`src/rtl/wildcard_ordered_match_table_assert.svh`:
```
// ---------------------------------------------------------------------------
// Assertion macros for the ordered match table
// Concurrent checks that vanish when SYNTHESIS is defined.
// ---------------------------------------------------------------------------
`ifndef WILDCARD_ORDERED_MATCH_TABLE_ASSERT_SVH
`define WILDCARD_ORDERED_MATCH_TABLE_ASSERT_SVH
`ifndef SYNTHESIS
`define WOMT_ASSERT(label, clk, rst_n, prop, msg) \
  label: assert property (@(posedge clk) disable iff (!rst_n) (prop)) else $error(msg);
`define WOMT_ASSERT_NEXT(label, clk, rst_n, ante, cons, msg) \
  label: assert property (@(posedge clk) disable iff (!rst_n) (ante) |=> (cons)) \
    else $error(msg);
`else
`define WOMT_ASSERT(label, clk, rst_n, prop, msg)
`define WOMT_ASSERT_NEXT(label, clk, rst_n, ante, cons, msg)
`endif
`endif

```
`src/rtl/womt_pkg.sv`:
```
// ---------------------------------------------------------------------------
// Ordered match table package
// Shared widths, operation codes and the item types.
// ---------------------------------------------------------------------------
package womt_pkg;
  localparam int DepthDef     = 16;
  localparam int UsageBitsDef = 16;
  localparam int MajW = 8;
  localparam int MinW = 10;
  localparam int HndW = 8;
  localparam int CntW = 5;

  typedef enum logic [2:0] {
    OP_INSERT = 3'd0,
    OP_ERASE  = 3'd1,
    OP_FIND   = 3'd2,
    OP_INC    = 3'd3,
    OP_DEC    = 3'd4,
    OP_AVAIL  = 3'd5,
    OP_QUERY  = 3'd6,
    OP_NONE   = 3'd7
  } op_t;

  typedef struct packed {
    op_t             op;
    logic [MajW-1:0] major_code;
    logic [MinW-1:0] minor_code;
    logic [HndW-1:0] handler_in;
    logic            avail_in;
  } req_t;

  typedef struct packed {
    logic            ok;
    logic [HndW-1:0] handler_out;
    logic [MajW-1:0] matched_major;
    logic [MinW-1:0] matched_minor;
    logic            in_use;
    logic            available_out;
    logic [CntW-1:0] entry_count;
  } rsp_t;
endpackage

```
`src/rtl/womt_if.sv`:
```
// ---------------------------------------------------------------------------
// Ordered match table channels
// Valid/ready channels for request and response items.
// ---------------------------------------------------------------------------
interface womt_req_if;
  import womt_pkg::*;
  logic valid;
  logic ready;
  req_t data;
  modport source (output valid, output data, input ready);
  modport sink (input valid, input data, output ready);
endinterface

interface womt_rsp_if;
  import womt_pkg::*;
  logic valid;
  logic ready;
  rsp_t data;
  modport source (output valid, output data, input ready);
  modport sink (input valid, input data, output ready);
endinterface

```
`src/rtl/wildcard_ordered_match_table.sv`:
```
// Throughput: one item at a time; the next is taken the cycle after the result leaves.
// The entry memory is read one slot at a time: address in SCAN, then compare in LOOK.
// Reset (rst_n, synchronous, active low) empties the table and the output stage;
//   the memory itself is not cleared, only slots below the entry count are read.
// ---------------------------------------------------------------------------
// Ordered match table top level
// Sequencer that scans, updates and compacts the entry memory.
// ---------------------------------------------------------------------------
module wildcard_ordered_match_table #(
  parameter int DEPTH      = womt_pkg::DepthDef,
  parameter int USAGE_BITS = womt_pkg::UsageBitsDef
) (
  input logic clk,
  input logic rst_n,
  womt_req_if.sink   in_ch,
  womt_rsp_if.source out_ch
);
  import womt_pkg::*;
  `include "wildcard_ordered_match_table_assert.svh"

  localparam int AW = $clog2(DEPTH);
  localparam int NW = $clog2(DEPTH + 1);
  localparam int EW = MajW + MinW + HndW + USAGE_BITS + 1;
  localparam logic [USAGE_BITS-1:0] UsageMax = '1;

  typedef struct packed {
    logic [MajW-1:0]       mj;
    logic [MinW-1:0]       mn;
    logic [HndW-1:0]       hd;
    logic [USAGE_BITS-1:0] us;
    logic                  av;
  } ent_t;

  typedef enum logic [2:0] {S_IDLE, S_SCAN, S_LOOK, S_SHIFT, S_SHWR, S_DONE} st_t;

  st_t             st_r;
  req_t            req_r;
  logic [NW-1:0]   cnt_r;
  logic [NW-1:0]   idx_r;
  logic            hit_r;
  ent_t            hent_r;
  logic [AW-1:0]   hidx_r;
  logic            ovld_r;
  rsp_t            odat_r;
  logic            wb_r;

  logic            we;
  logic [AW-1:0]   waddr, raddr;
  ent_t            wdata, rd;
  logic [EW-1:0]   rraw;

  womt_mem #(.Depth(DEPTH), .Width(EW)) u_mem (
    .clk, .we, .waddr, .wdata(wdata), .raddr, .rdata(rraw)
  );
  assign rd = ent_t'(rraw);

  logic wild, match;
  assign wild  = (req_r.major_code == '0) || (req_r.minor_code == '0);
  assign match = (req_r.op == OP_FIND && wild) ?
    ((req_r.major_code == '0 || req_r.major_code == rd.mj) &&
     (req_r.minor_code == '0 || req_r.minor_code == rd.mn) && rd.av) :
    (rd.mj == req_r.major_code && rd.mn == req_r.minor_code);

  logic erase_go;
  assign erase_go = (req_r.op == OP_ERASE) && hit_r && (hent_r.us == '0);

  assign in_ch.ready = (st_r == S_IDLE) && !ovld_r;
  assign out_ch.valid = ovld_r;
  assign out_ch.data  = odat_r;

  always_comb begin
    raddr = idx_r[AW-1:0];
    if (st_r == S_IDLE) begin
      raddr = '0;
    end
    we    = wb_r;
    waddr = hidx_r;
    wdata = hent_r;
    if (st_r == S_SHWR) begin
      we    = 1'b1;
      waddr = AW'(idx_r - NW'(1));
      wdata = rd;
    end
  end

  ent_t newe;
  always_comb begin
    newe = hent_r;
    case (req_r.op)
      OP_INC:   if (hent_r.us != UsageMax) newe.us = hent_r.us + 1'b1;
      OP_DEC:   if (hent_r.us != '0) newe.us = hent_r.us - 1'b1;
      OP_AVAIL: newe.av = req_r.avail_in;
      default:  newe = hent_r;
    endcase
  end

  ent_t gone;
  always_comb begin
    gone    = hent_r;
    gone.us = '0;
    gone.av = 1'b0;
  end

  function automatic rsp_t mkrsp(input logic ok, input logic hit, input ent_t e,
                                 input req_t q, input logic [NW-1:0] c);
    rsp_t r;
    r.ok            = ok;
    r.handler_out   = (ok && hit) ? e.hd : '0;
    r.matched_major = (ok && hit) ? e.mj : q.major_code;
    r.matched_minor = (ok && hit) ? e.mn : q.minor_code;
    r.in_use        = hit && (e.us != '0);
    r.available_out = hit && e.av;
    r.entry_count   = CntW'(c);
    return r;
  endfunction

  always_ff @(posedge clk) begin
    if (!rst_n) begin
      st_r   <= S_IDLE;
      cnt_r  <= '0;
      ovld_r <= 1'b0;
      idx_r  <= '0;
      hit_r  <= 1'b0;
    end else begin
      if (ovld_r && out_ch.ready) begin
        ovld_r <= 1'b0;
      end
      case (st_r)
        S_IDLE: begin
          if (in_ch.valid && in_ch.ready) begin
            req_r <= in_ch.data;
            idx_r <= '0;
            hit_r <= 1'b0;
            st_r  <= S_SCAN;
          end
        end
        S_SCAN: begin
          if (idx_r == cnt_r) begin
            st_r <= S_DONE;
          end else begin
            st_r <= S_LOOK;
          end
        end
        S_LOOK: begin
          if (match) begin
            hit_r  <= 1'b1;
            hent_r <= rd;
            hidx_r <= idx_r[AW-1:0];
            st_r   <= S_DONE;
          end else begin
            idx_r <= idx_r + 1'b1;
            st_r  <= S_SCAN;
          end
        end
        S_SHIFT: begin
          if (idx_r == cnt_r) begin
            cnt_r  <= cnt_r - 1'b1;
            odat_r <= mkrsp(1'b1, 1'b1, gone, req_r, cnt_r - 1'b1);
            ovld_r <= 1'b1;
            st_r   <= S_IDLE;
          end else begin
            st_r <= S_SHWR;
          end
        end
        S_SHWR: begin
          idx_r <= idx_r + 1'b1;
          st_r  <= S_SHIFT;
        end
        S_DONE: begin
          if (erase_go) begin
            idx_r <= NW'(hidx_r) + 1'b1;
            st_r  <= S_SHIFT;
          end else begin
            ovld_r <= 1'b1;
            st_r   <= S_IDLE;
          end
          case (req_r.op)
            OP_INSERT: begin
              if (!wild && !hit_r && cnt_r != NW'(DEPTH)) begin
                hent_r <= '{mj: req_r.major_code, mn: req_r.minor_code,
                            hd: req_r.handler_in, us: '0, av: 1'b1};
                hidx_r <= cnt_r[AW-1:0];
                cnt_r  <= cnt_r + 1'b1;
                odat_r <= mkrsp(1'b1, 1'b1,
                  '{mj: req_r.major_code, mn: req_r.minor_code,
                    hd: req_r.handler_in, us: '0, av: 1'b1}, req_r, cnt_r + 1'b1);
              end else begin
                odat_r <= mkrsp(1'b0, hit_r, hent_r, req_r, cnt_r);
              end
            end
            OP_ERASE: begin
              if (!erase_go) begin
                odat_r <= mkrsp(1'b0, hit_r, hent_r, req_r, cnt_r);
              end
            end
            OP_FIND:  odat_r <= mkrsp(hit_r && hent_r.av, hit_r, hent_r, req_r, cnt_r);
            OP_INC, OP_DEC, OP_AVAIL:
              odat_r <= mkrsp(hit_r, hit_r, newe, req_r, cnt_r);
            OP_QUERY: odat_r <= mkrsp(hit_r, hit_r, hent_r, req_r, cnt_r);
            default:  odat_r <= mkrsp(1'b0, hit_r, hent_r, req_r, cnt_r);
          endcase
          if (hit_r && (req_r.op == OP_INC || req_r.op == OP_DEC ||
                        req_r.op == OP_AVAIL)) begin
            hent_r <= newe;
          end
        end
        default: st_r <= S_IDLE;
      endcase
    end
  end

  // write back the modified or inserted entry in the cycle after DONE
  always_ff @(posedge clk) begin
    if (!rst_n) begin
      wb_r <= 1'b0;
    end else begin
      wb_r <= (st_r == S_DONE) &&
              ((hit_r && (req_r.op == OP_INC || req_r.op == OP_DEC ||
                          req_r.op == OP_AVAIL)) ||
               (req_r.op == OP_INSERT && !wild && !hit_r && cnt_r != NW'(DEPTH)));
    end
  end

  `WOMT_ASSERT(a_cnt_max, clk, rst_n, cnt_r <= NW'(DEPTH), "entry count above depth")
  `WOMT_ASSERT(a_ready_idle, clk, rst_n, !(in_ch.ready && st_r != S_IDLE),
    "ready outside idle")
  `WOMT_ASSERT_NEXT(a_one_item, clk, rst_n, in_ch.valid && in_ch.ready, !in_ch.ready,
    "second item accepted while busy")
  `WOMT_ASSERT(a_wb_shift, clk, rst_n, !(wb_r && st_r == S_SHWR), "write port conflict")
endmodule

```
`src/rtl/womt_mem.sv`:
```
// ---------------------------------------------------------------------------
// Ordered match table entry store
// One write port, one registered read port; holds the packed entries.
// ---------------------------------------------------------------------------
module womt_mem #(
  parameter int Depth = 16,
  parameter int Width = 43
) (
  input  logic                     clk,
  input  logic                     we,
  input  logic [$clog2(Depth)-1:0] waddr,
  input  logic [Width-1:0]         wdata,
  input  logic [$clog2(Depth)-1:0] raddr,
  output logic [Width-1:0]         rdata
);
  logic [Width-1:0] mem [Depth];

  always_ff @(posedge clk) begin
    if (we) begin
      mem[waddr] <= wdata;
    end
    rdata <= mem[raddr];
  end
endmodule

```
`src/flat_wrapper.sv`:
```
// flat-port wrapper written by rule: the top's interface ports become plain ports
module wildcard_ordered_match_table_flat import womt_pkg::*;
#(
  parameter int DEPTH      = womt_pkg::DepthDef,
  parameter int USAGE_BITS = womt_pkg::UsageBitsDef
)
  (clk, rst_n, in_ch_valid, in_ch_data, in_ch_ready, out_ch_valid, out_ch_data, out_ch_ready);
  womt_req_if in_ch_i ();
  womt_rsp_if out_ch_i ();
  input logic clk;
  input logic rst_n;
  input wire logic [$bits(in_ch_i.valid)-1:0] in_ch_valid;
  input wire logic [$bits(in_ch_i.data)-1:0] in_ch_data;
  output wire logic [$bits(in_ch_i.ready)-1:0] in_ch_ready;
  output wire logic [$bits(out_ch_i.valid)-1:0] out_ch_valid;
  output wire logic [$bits(out_ch_i.data)-1:0] out_ch_data;
  input wire logic [$bits(out_ch_i.ready)-1:0] out_ch_ready;
  assign in_ch_i.valid = in_ch_valid;
  assign in_ch_i.data = in_ch_data;
  assign in_ch_ready = in_ch_i.ready;
  assign out_ch_valid = out_ch_i.valid;
  assign out_ch_data = out_ch_i.data;
  assign out_ch_i.ready = out_ch_ready;
  wildcard_ordered_match_table #(.DEPTH(DEPTH), .USAGE_BITS(USAGE_BITS)) u_core (.clk(clk), .rst_n(rst_n), .in_ch(in_ch_i), .out_ch(out_ch_i));
endmodule
```
`config.mk`:
```
export PLATFORM = sky130hd
export DESIGN_NAME = wildcard_ordered_match_table_flat
export DESIGN_NICKNAME = d
export VERILOG_FILES = /design/src/rtl/womt_pkg.sv /design/src/rtl/womt_if.sv /design/src/rtl/wildcard_ordered_match_table.sv /design/src/rtl/womt_mem.sv /design/src/flat_wrapper.sv
export VERILOG_INCLUDE_DIRS = /design/src /design/src/rtl
export SDC_FILE = /design/constraint.sdc
export NUM_CORES = 1
export LEC_CHECK = 0
export BUFFER_PORTS_ARGS = -buffer_cell sky130_fd_sc_hd__buf_2
export CAP_MARGIN = 20
export CORE_AREA = 2 2 247 249
export CTS_CLUSTER_DIAMETER = 60
export DETAILED_ROUTE_END_ITERATION = 7
export DIE_AREA = 0 0 249 251
export PLACE_DENSITY = 0.87
export SETUP_SLACK_MARGIN = 0.02
export SLEW_MARGIN = 15
export SYNTH_ARGS = -nofsm -noshare
export SYNTH_HDL_FRONTEND = slang
export SYNTH_SLANG_ARGS = --single-unit
```
`constraint.sdc`:
```
create_clock -name clk -period 10.65 [get_ports clk]
set_clock_uncertainty 0.05 [all_clocks]
set_input_delay 2.13 -clock clk [delete_from_list [all_inputs] [get_ports clk]]
set_output_delay 2.13 -clock clk [all_outputs]
set_load 0.02 [all_outputs]
```
-- Yosys cells after proc, flatten, opt, wreduce, memory -nomap -nowiden
Memory sizes are Yosys's and may differ from the RTL's. A register that Yosys moved wholly into a read port is not among the register bits.
Index checks and enable logic that the tools add are counted.
- add/subtract/negate cells: 7
- multiplexer cells: 52
- equal/unequal tests: 29
- reduce and logical (&&, ||, !) cells: 50
- operators by type and width (operator ; count):
    2-to-1 mux 43 bit ; 5
    one-hot mux 34 bit (5 select lines) ; 1
    2-to-1 mux 34 bit ; 3
    one-hot mux 43 bit (2 select lines) ; 1
    one-hot mux 34 bit (2 select lines) ; 1
    2-to-1 mux 16 bit ; 2
    2-to-1 mux 8 bit ; 4
    one-hot mux 16 bit (2 select lines) ; 1
    nonzero test 16 bit ; 2
    2-to-1 mux 5 bit ; 6
    logical AND 1 bit ; 21
    equality test 10 bit ; 2
    2-to-1 mux 10 bit ; 2
    2-to-1 mux 4 bit ; 5
    one-hot mux 5 bit (4 select lines) ; 1
    one-hot mux 3 bit (6 select lines) ; 1
    adder 16 x 1 -> 16 bit (second input constant) ; 1
    equality test 8 bit ; 2
    zero test 16 bit ; 1
    inequality test 16 bit (second input constant) ; 1
    subtractor 16 x 1 -> 16 bit (second input constant) ; 1
    equality test 3 bit (second input constant) ; 5
    equality test 3 x 2 -> 1 bit (second input constant) ; 4
    2-to-1 mux 3 bit ; 4
    other kinds (29) ; 61
- memories kept: 1
- word-level logic and storage cells: 163
- output and inout bits: 36
- bits in writable memories: 688
- register bits: 127
- memory list (name ; words ; bits a word ; rd ports ; clocked after memory_dff ; wr ports ; line ; RTL):
    u_core.u_mem.mem ; 16 ; 43 ; 1 ; 1 ; 1 ; womt_mem.sv:16 ; logic [Width-1:0] mem [Depth];

-- Depth between registers and ports, before layout
- word-level depth: 9
- depth in mapped cells: 11

-- Modules after synthesis
Synthesis repeated with hierarchy kept, for this count alone.
- cells, all modules: 1885
- area total of the unflattened synthesis: 33838.7 um2
- modules (own cells, without submodules) (module ; area each (um2) ; instances ; cells each):
    womt_mem ; 26639.3 ; 1 ; 1116
    wildcard_ordered_match_table ; 7199.4 ; 1 ; 769

-- Least setup slack after synthesis
OpenSTA, ideal clock, no wires.
- path kind: in2reg
- from: input port rst_n
- to: register u_core.odat_r (netlist bit u_core.out_ch.data[0]) (enable)
- setup time: 0.425 ns
- arrival: 3.819 ns
- stages on the path: 3
- path buffers: 1
- slack: 6.355 ns
- cells stage by stage: inv_1 clkbuf_1 nor2_1
- longest elaborated chain between the ends: 1
- ends and longest elaborated chain (what ; line ; RTL):
    start: declaration ; flat_wrapper.sv:11 ; input logic rst_n;
    AND reduction 4 bit (no line) ; - ;
    end signal: assignment ; wildcard_ordered_match_table.sv:158 ; odat_r <= mkrsp(1'b1, 1'b1, gone, req_r, cnt_r - 1'b1);
    end signal: assignment ; wildcard_ordered_match_table.sv:184 ; odat_r <= mkrsp(1'b1, 1'b1,
    end signal: assignment ; wildcard_ordered_match_table.sv:188 ; odat_r <= mkrsp(1'b0, hit_r, hent_r, req_r, cnt_r);
    end: declaration ; wildcard_ordered_match_table.sv:44 ; rsp_t odat_r;
No other way between the ends.
A chain may end at the register's enable or synchronous reset.

-- Worst setup path after layout
- from: register u_core.st_r[2]
- to: output port in_ch_ready
- longest elaborated chain between the ends: 2
- ends and longest elaborated chain (what ; line ; RTL):
    start: declaration ; wildcard_ordered_match_table.sv:36 ; st_t st_r;
    start signal: assignment ; wildcard_ordered_match_table.sv:119 ; st_r <= S_IDLE;
    start signal: assignment ; wildcard_ordered_match_table.sv:134 ; st_r <= S_SCAN;
    start signal: assignment ; wildcard_ordered_match_table.sv:139 ; st_r <= S_DONE;
    zero test 3 bit ; wildcard_ordered_match_table.sv:67 ; assign in_ch.ready = (st_r == S_IDLE) && !ovld_r;
    logical AND 1 bit ; wildcard_ordered_match_table.sv:67 ;
    end: declaration ; flat_wrapper.sv:14 ; output wire logic [$bits(in_ch_i.ready)-1:0] in_ch_ready;
No other way between the ends.

==> reports/metrics.yaml <==
initial_utilization_pct: 59.7
leakagePower_nw: 12.7
dieArea_um2: 62500
post_cts_buffers: 0
grt_pass1_wl_um: 137000
startpoint_type: "flop"
crit_arrival_ps: 2280
path_delay_family: "simple AND/OR/NAND/NOR gates"
holdWs_ps: 491
wl_per_cell_um: 28.3
cts_root_buffer: "clkbuf_16"
cts_resized: 0
core-area_um2: 59800
yosys_warnings: 0
power_density_nw_per_um2: 181
synth_edf_count: 799
slew_headroom_pct: 25.3
cp-end-kind: "primary output"
hp-class: "reg -> reg"
nets: 2455
max_freq_ghz: 0.224
routed_wl_um: 92500
rsz0062_at_grt: "no"
ir_drop_uv: 133
fin_util_pct: 66.4
firstDrtPassIters: 6
synth.largest_area_cell: "edfxtp_1"
worstSkewPairLatency_ps: 650
swShare_pct: 21.9
synth_ff_type: "edfxtp_1"
path_max_fanout: 11
synth_area_um2: 35700
syn_avg_cell_area_um2: 14.9
drc: 0
tightest_slew_ps: 1120
crit_buf_inv: 2
clock_power_share_pct: 41.4
rows: 90
setup_viol: 0
place_congestion: 0.860
finalSetupTns_ps: 0
grt_pass1_vias: 22200
synth_top_cell_area_share_pct: 67.2
antenna_cells: 0
grt_max_degree: 87
clkTransAtPathRegs_ps: 60
io_pins: 70
final_hold_viol_count: 0
dieHeight_um: 251
finalCritPeriodShare_pct: 41.8
crit_slowest_cell: "dfxtp_1"
syn_to_final_growth_pct: 11.1
tritoncts: "done"
run_status: "complete, no violations"
grt-ovfl-total: 0
postSynth.asyncResetShare_pct: 0
pwr-share-seq_pct: 52.8
synth-seq-cells: 858
ys_types: 73
synth_area_leaders: "edfxtp_1 (67%), mux2_2 (8.6%), dfxtp_1 (3.3%)"
p_int_mw: 5.61
drv_slew: 0
power.switching_mw: 1.58
avgViaCountPerCell: 6.90
critPathKind: "reg -> out"
cts_made_buffers: 84
synth_nets: 2429
antenna_left: 0
io_buffers: 69
chipWidth_um: 249
p_comb_share_pct: 5.9
max_stage_delay_ps: 550
syn_inst: 2389
antenna_found_initial: 2
cts-htree-levels: 3
cts.sinks: 858
vias: 22500
drv_cap: 0
grt_util_all_layers_pct: 29.2
dp_hpwl_um: 52100
synth-seq-area-share_pct: 70.5
min_period_ps: 4460
cts_max_path_buffers: 3
drtIter0Drc: 3156
crit_required_ps: 8470
hold_buffers: 0
drive_above_1_share_pct: 22.6
cp_cell_sequence: "clkinv_1 -> nand3_1 -> nor2_1 -> buf_2"
[state kept, by name, summed over array words and instances, names as in the netlist]
| name | count |
|---|---|
| u_core.hidx_r | 4 |
| u_core.idx_r | 5 |
| u_core.hit_r | 1 |
| u_core.out_ch.data | 34 |
| u_core.wb_r | 1 |
| u_core.u_mem.mem | 688 |
| u_core.gone | 26 |
| u_core.out_ch.valid | 1 |
| u_core.cnt_r | 5 |
| u_core.req_r | 30 |
| u_core.u_mem.rdata | 43 |
| u_core.st_r | 3 |
| u_core.hent_r | 17 |
[power by group through the flow]
| stage | combinational [mW] | clock (mW) | sequential, mW |
|---|---|---|---|
| final | 0.421 | 2.97 | 3.79 |
| after global routing | 0.445 | 3.11 | 3.79 |
| after CTS | 0.409 | 2.98 | 3.79 |
| after detailed placement | 0.402 | 0 | 3.86 |
| after global placement | 0.383 | 0 | 3.85 |
| after floorplan | 0.276 | 0 | 3.84 |
[layout make-up]
class	instances	area (µm²)
timing repair buffer	115	768
inverter	15	56.3
clock inverter	43	427
multi-input combinational	1341	9950
sequential	858	25200
clock buffer	111	2310
tap	782	978
fill	3713	20100
[placed cells by master, fill, tap and decap left out, drive strengths merged, types with 7 or more instances in the layout]
cell     count
nand4       19
nor2        55
a2bb2oi     43
edfxtp     799
o21ai       75
dfxtp       59
a31oi       10
a221oi      88
o22ai       45
o31ai       46
nand2      160
nor3        19
inv         16
a211oi       8
clkbuf     111
clkinv      31
and2         7
xnor2       20
and4         8
xor2        20
and3         9
a21oi      195
mux2       273
or3         51
nand3       51
buf        115
nor4        15
bufinv       8
a22o        18
mux2i       45
[cell families (layout without fill, tap and decap cells)]
logic type                 after synthesis  count (layout)  synth area share, %
xor gates and xnor gates                40              40                0.981
buffers and inverters                  190             284                 2.17
muxes                                  318             318                 9.87
DFF                                    858             858                 70.5
AOI/OAI and AO/OA                      557             557                 10.2
adders and majority gates                6               6                0.210
and+or+nand+nor                        420             420                 6.00
[path summary, 6_finish.rpt]
kind	from	to	slack [ps]	cells after the start
setup / recovery	u_core.st_r[2]	in_ch_ready	6190	4
hold reg to reg	u_core.out_ch.valid	u_core.out_ch.valid	490	2
setup reg to reg	u_core.st_r[2]	u_core.u_mem.mem[0][0]	6260	6
hold / removal	u_core.out_ch.valid	u_core.out_ch.valid	490	2
[metrics by stage]
stage,instance area [µm²],setup WS (ps),power (mW),cells
2_1_floorplan,35700,6360,4.12,2389
3_3_place_gp,36800,6640,4.24,3105
3_5_place_dp,36900,6360,4.26,3108
4_1_cts,39600,6230,7.17,3262
5_1_grt,39700,6080,7.34,3265
6_report,39700,6190,7.18,3265
[cells in the mapped netlist, types with 4 or more instances]
library cell	number
a211oi_1	7
a21o_1	4
a21oi_1	195
a221oi_1	88
a22o_1	18
a2bb2oi_1	43
a31oi_1	10
and2_1	7
and3_1	9
and4_1	6
buf_1	20
buf_2	30
clkbuf_1	120
dfxtp_1	59
edfxtp_1	799
ha_1	6
inv_1	14
mux2_2	273
mux2i_1	45
nand2_1	160
nand3_1	51
nand3b_1	5
nand4_1	18
nor2_1	55
nor3_1	19
nor4_1	11
o211ai_1	6
o21ai_0	75
o22ai_1	45
o31ai_1	46
or3_1	50
xnor2_1	20
xor2_1	20
[routing by layer]
| layer | routed length [µm] | track usage, % |
|---|---|---|
| met3 | 11900 | 7.00 |
| met2 | 42700 | 45.3 |
| met4 | 3830 | 13.2 |
| met1 | 34000 | 39.7 |
| met5 | 7 | 0 |
[worst register-to-register path, cell delays in order, from the launching register on]
cell and delay [ps]:
dfxtp_1 550, clkinv_1 320, nor3_2 250, buf_4 730
a31oi_1 590, nor2_4 940, buf_4 580
(Power assumes the default switching activity.)
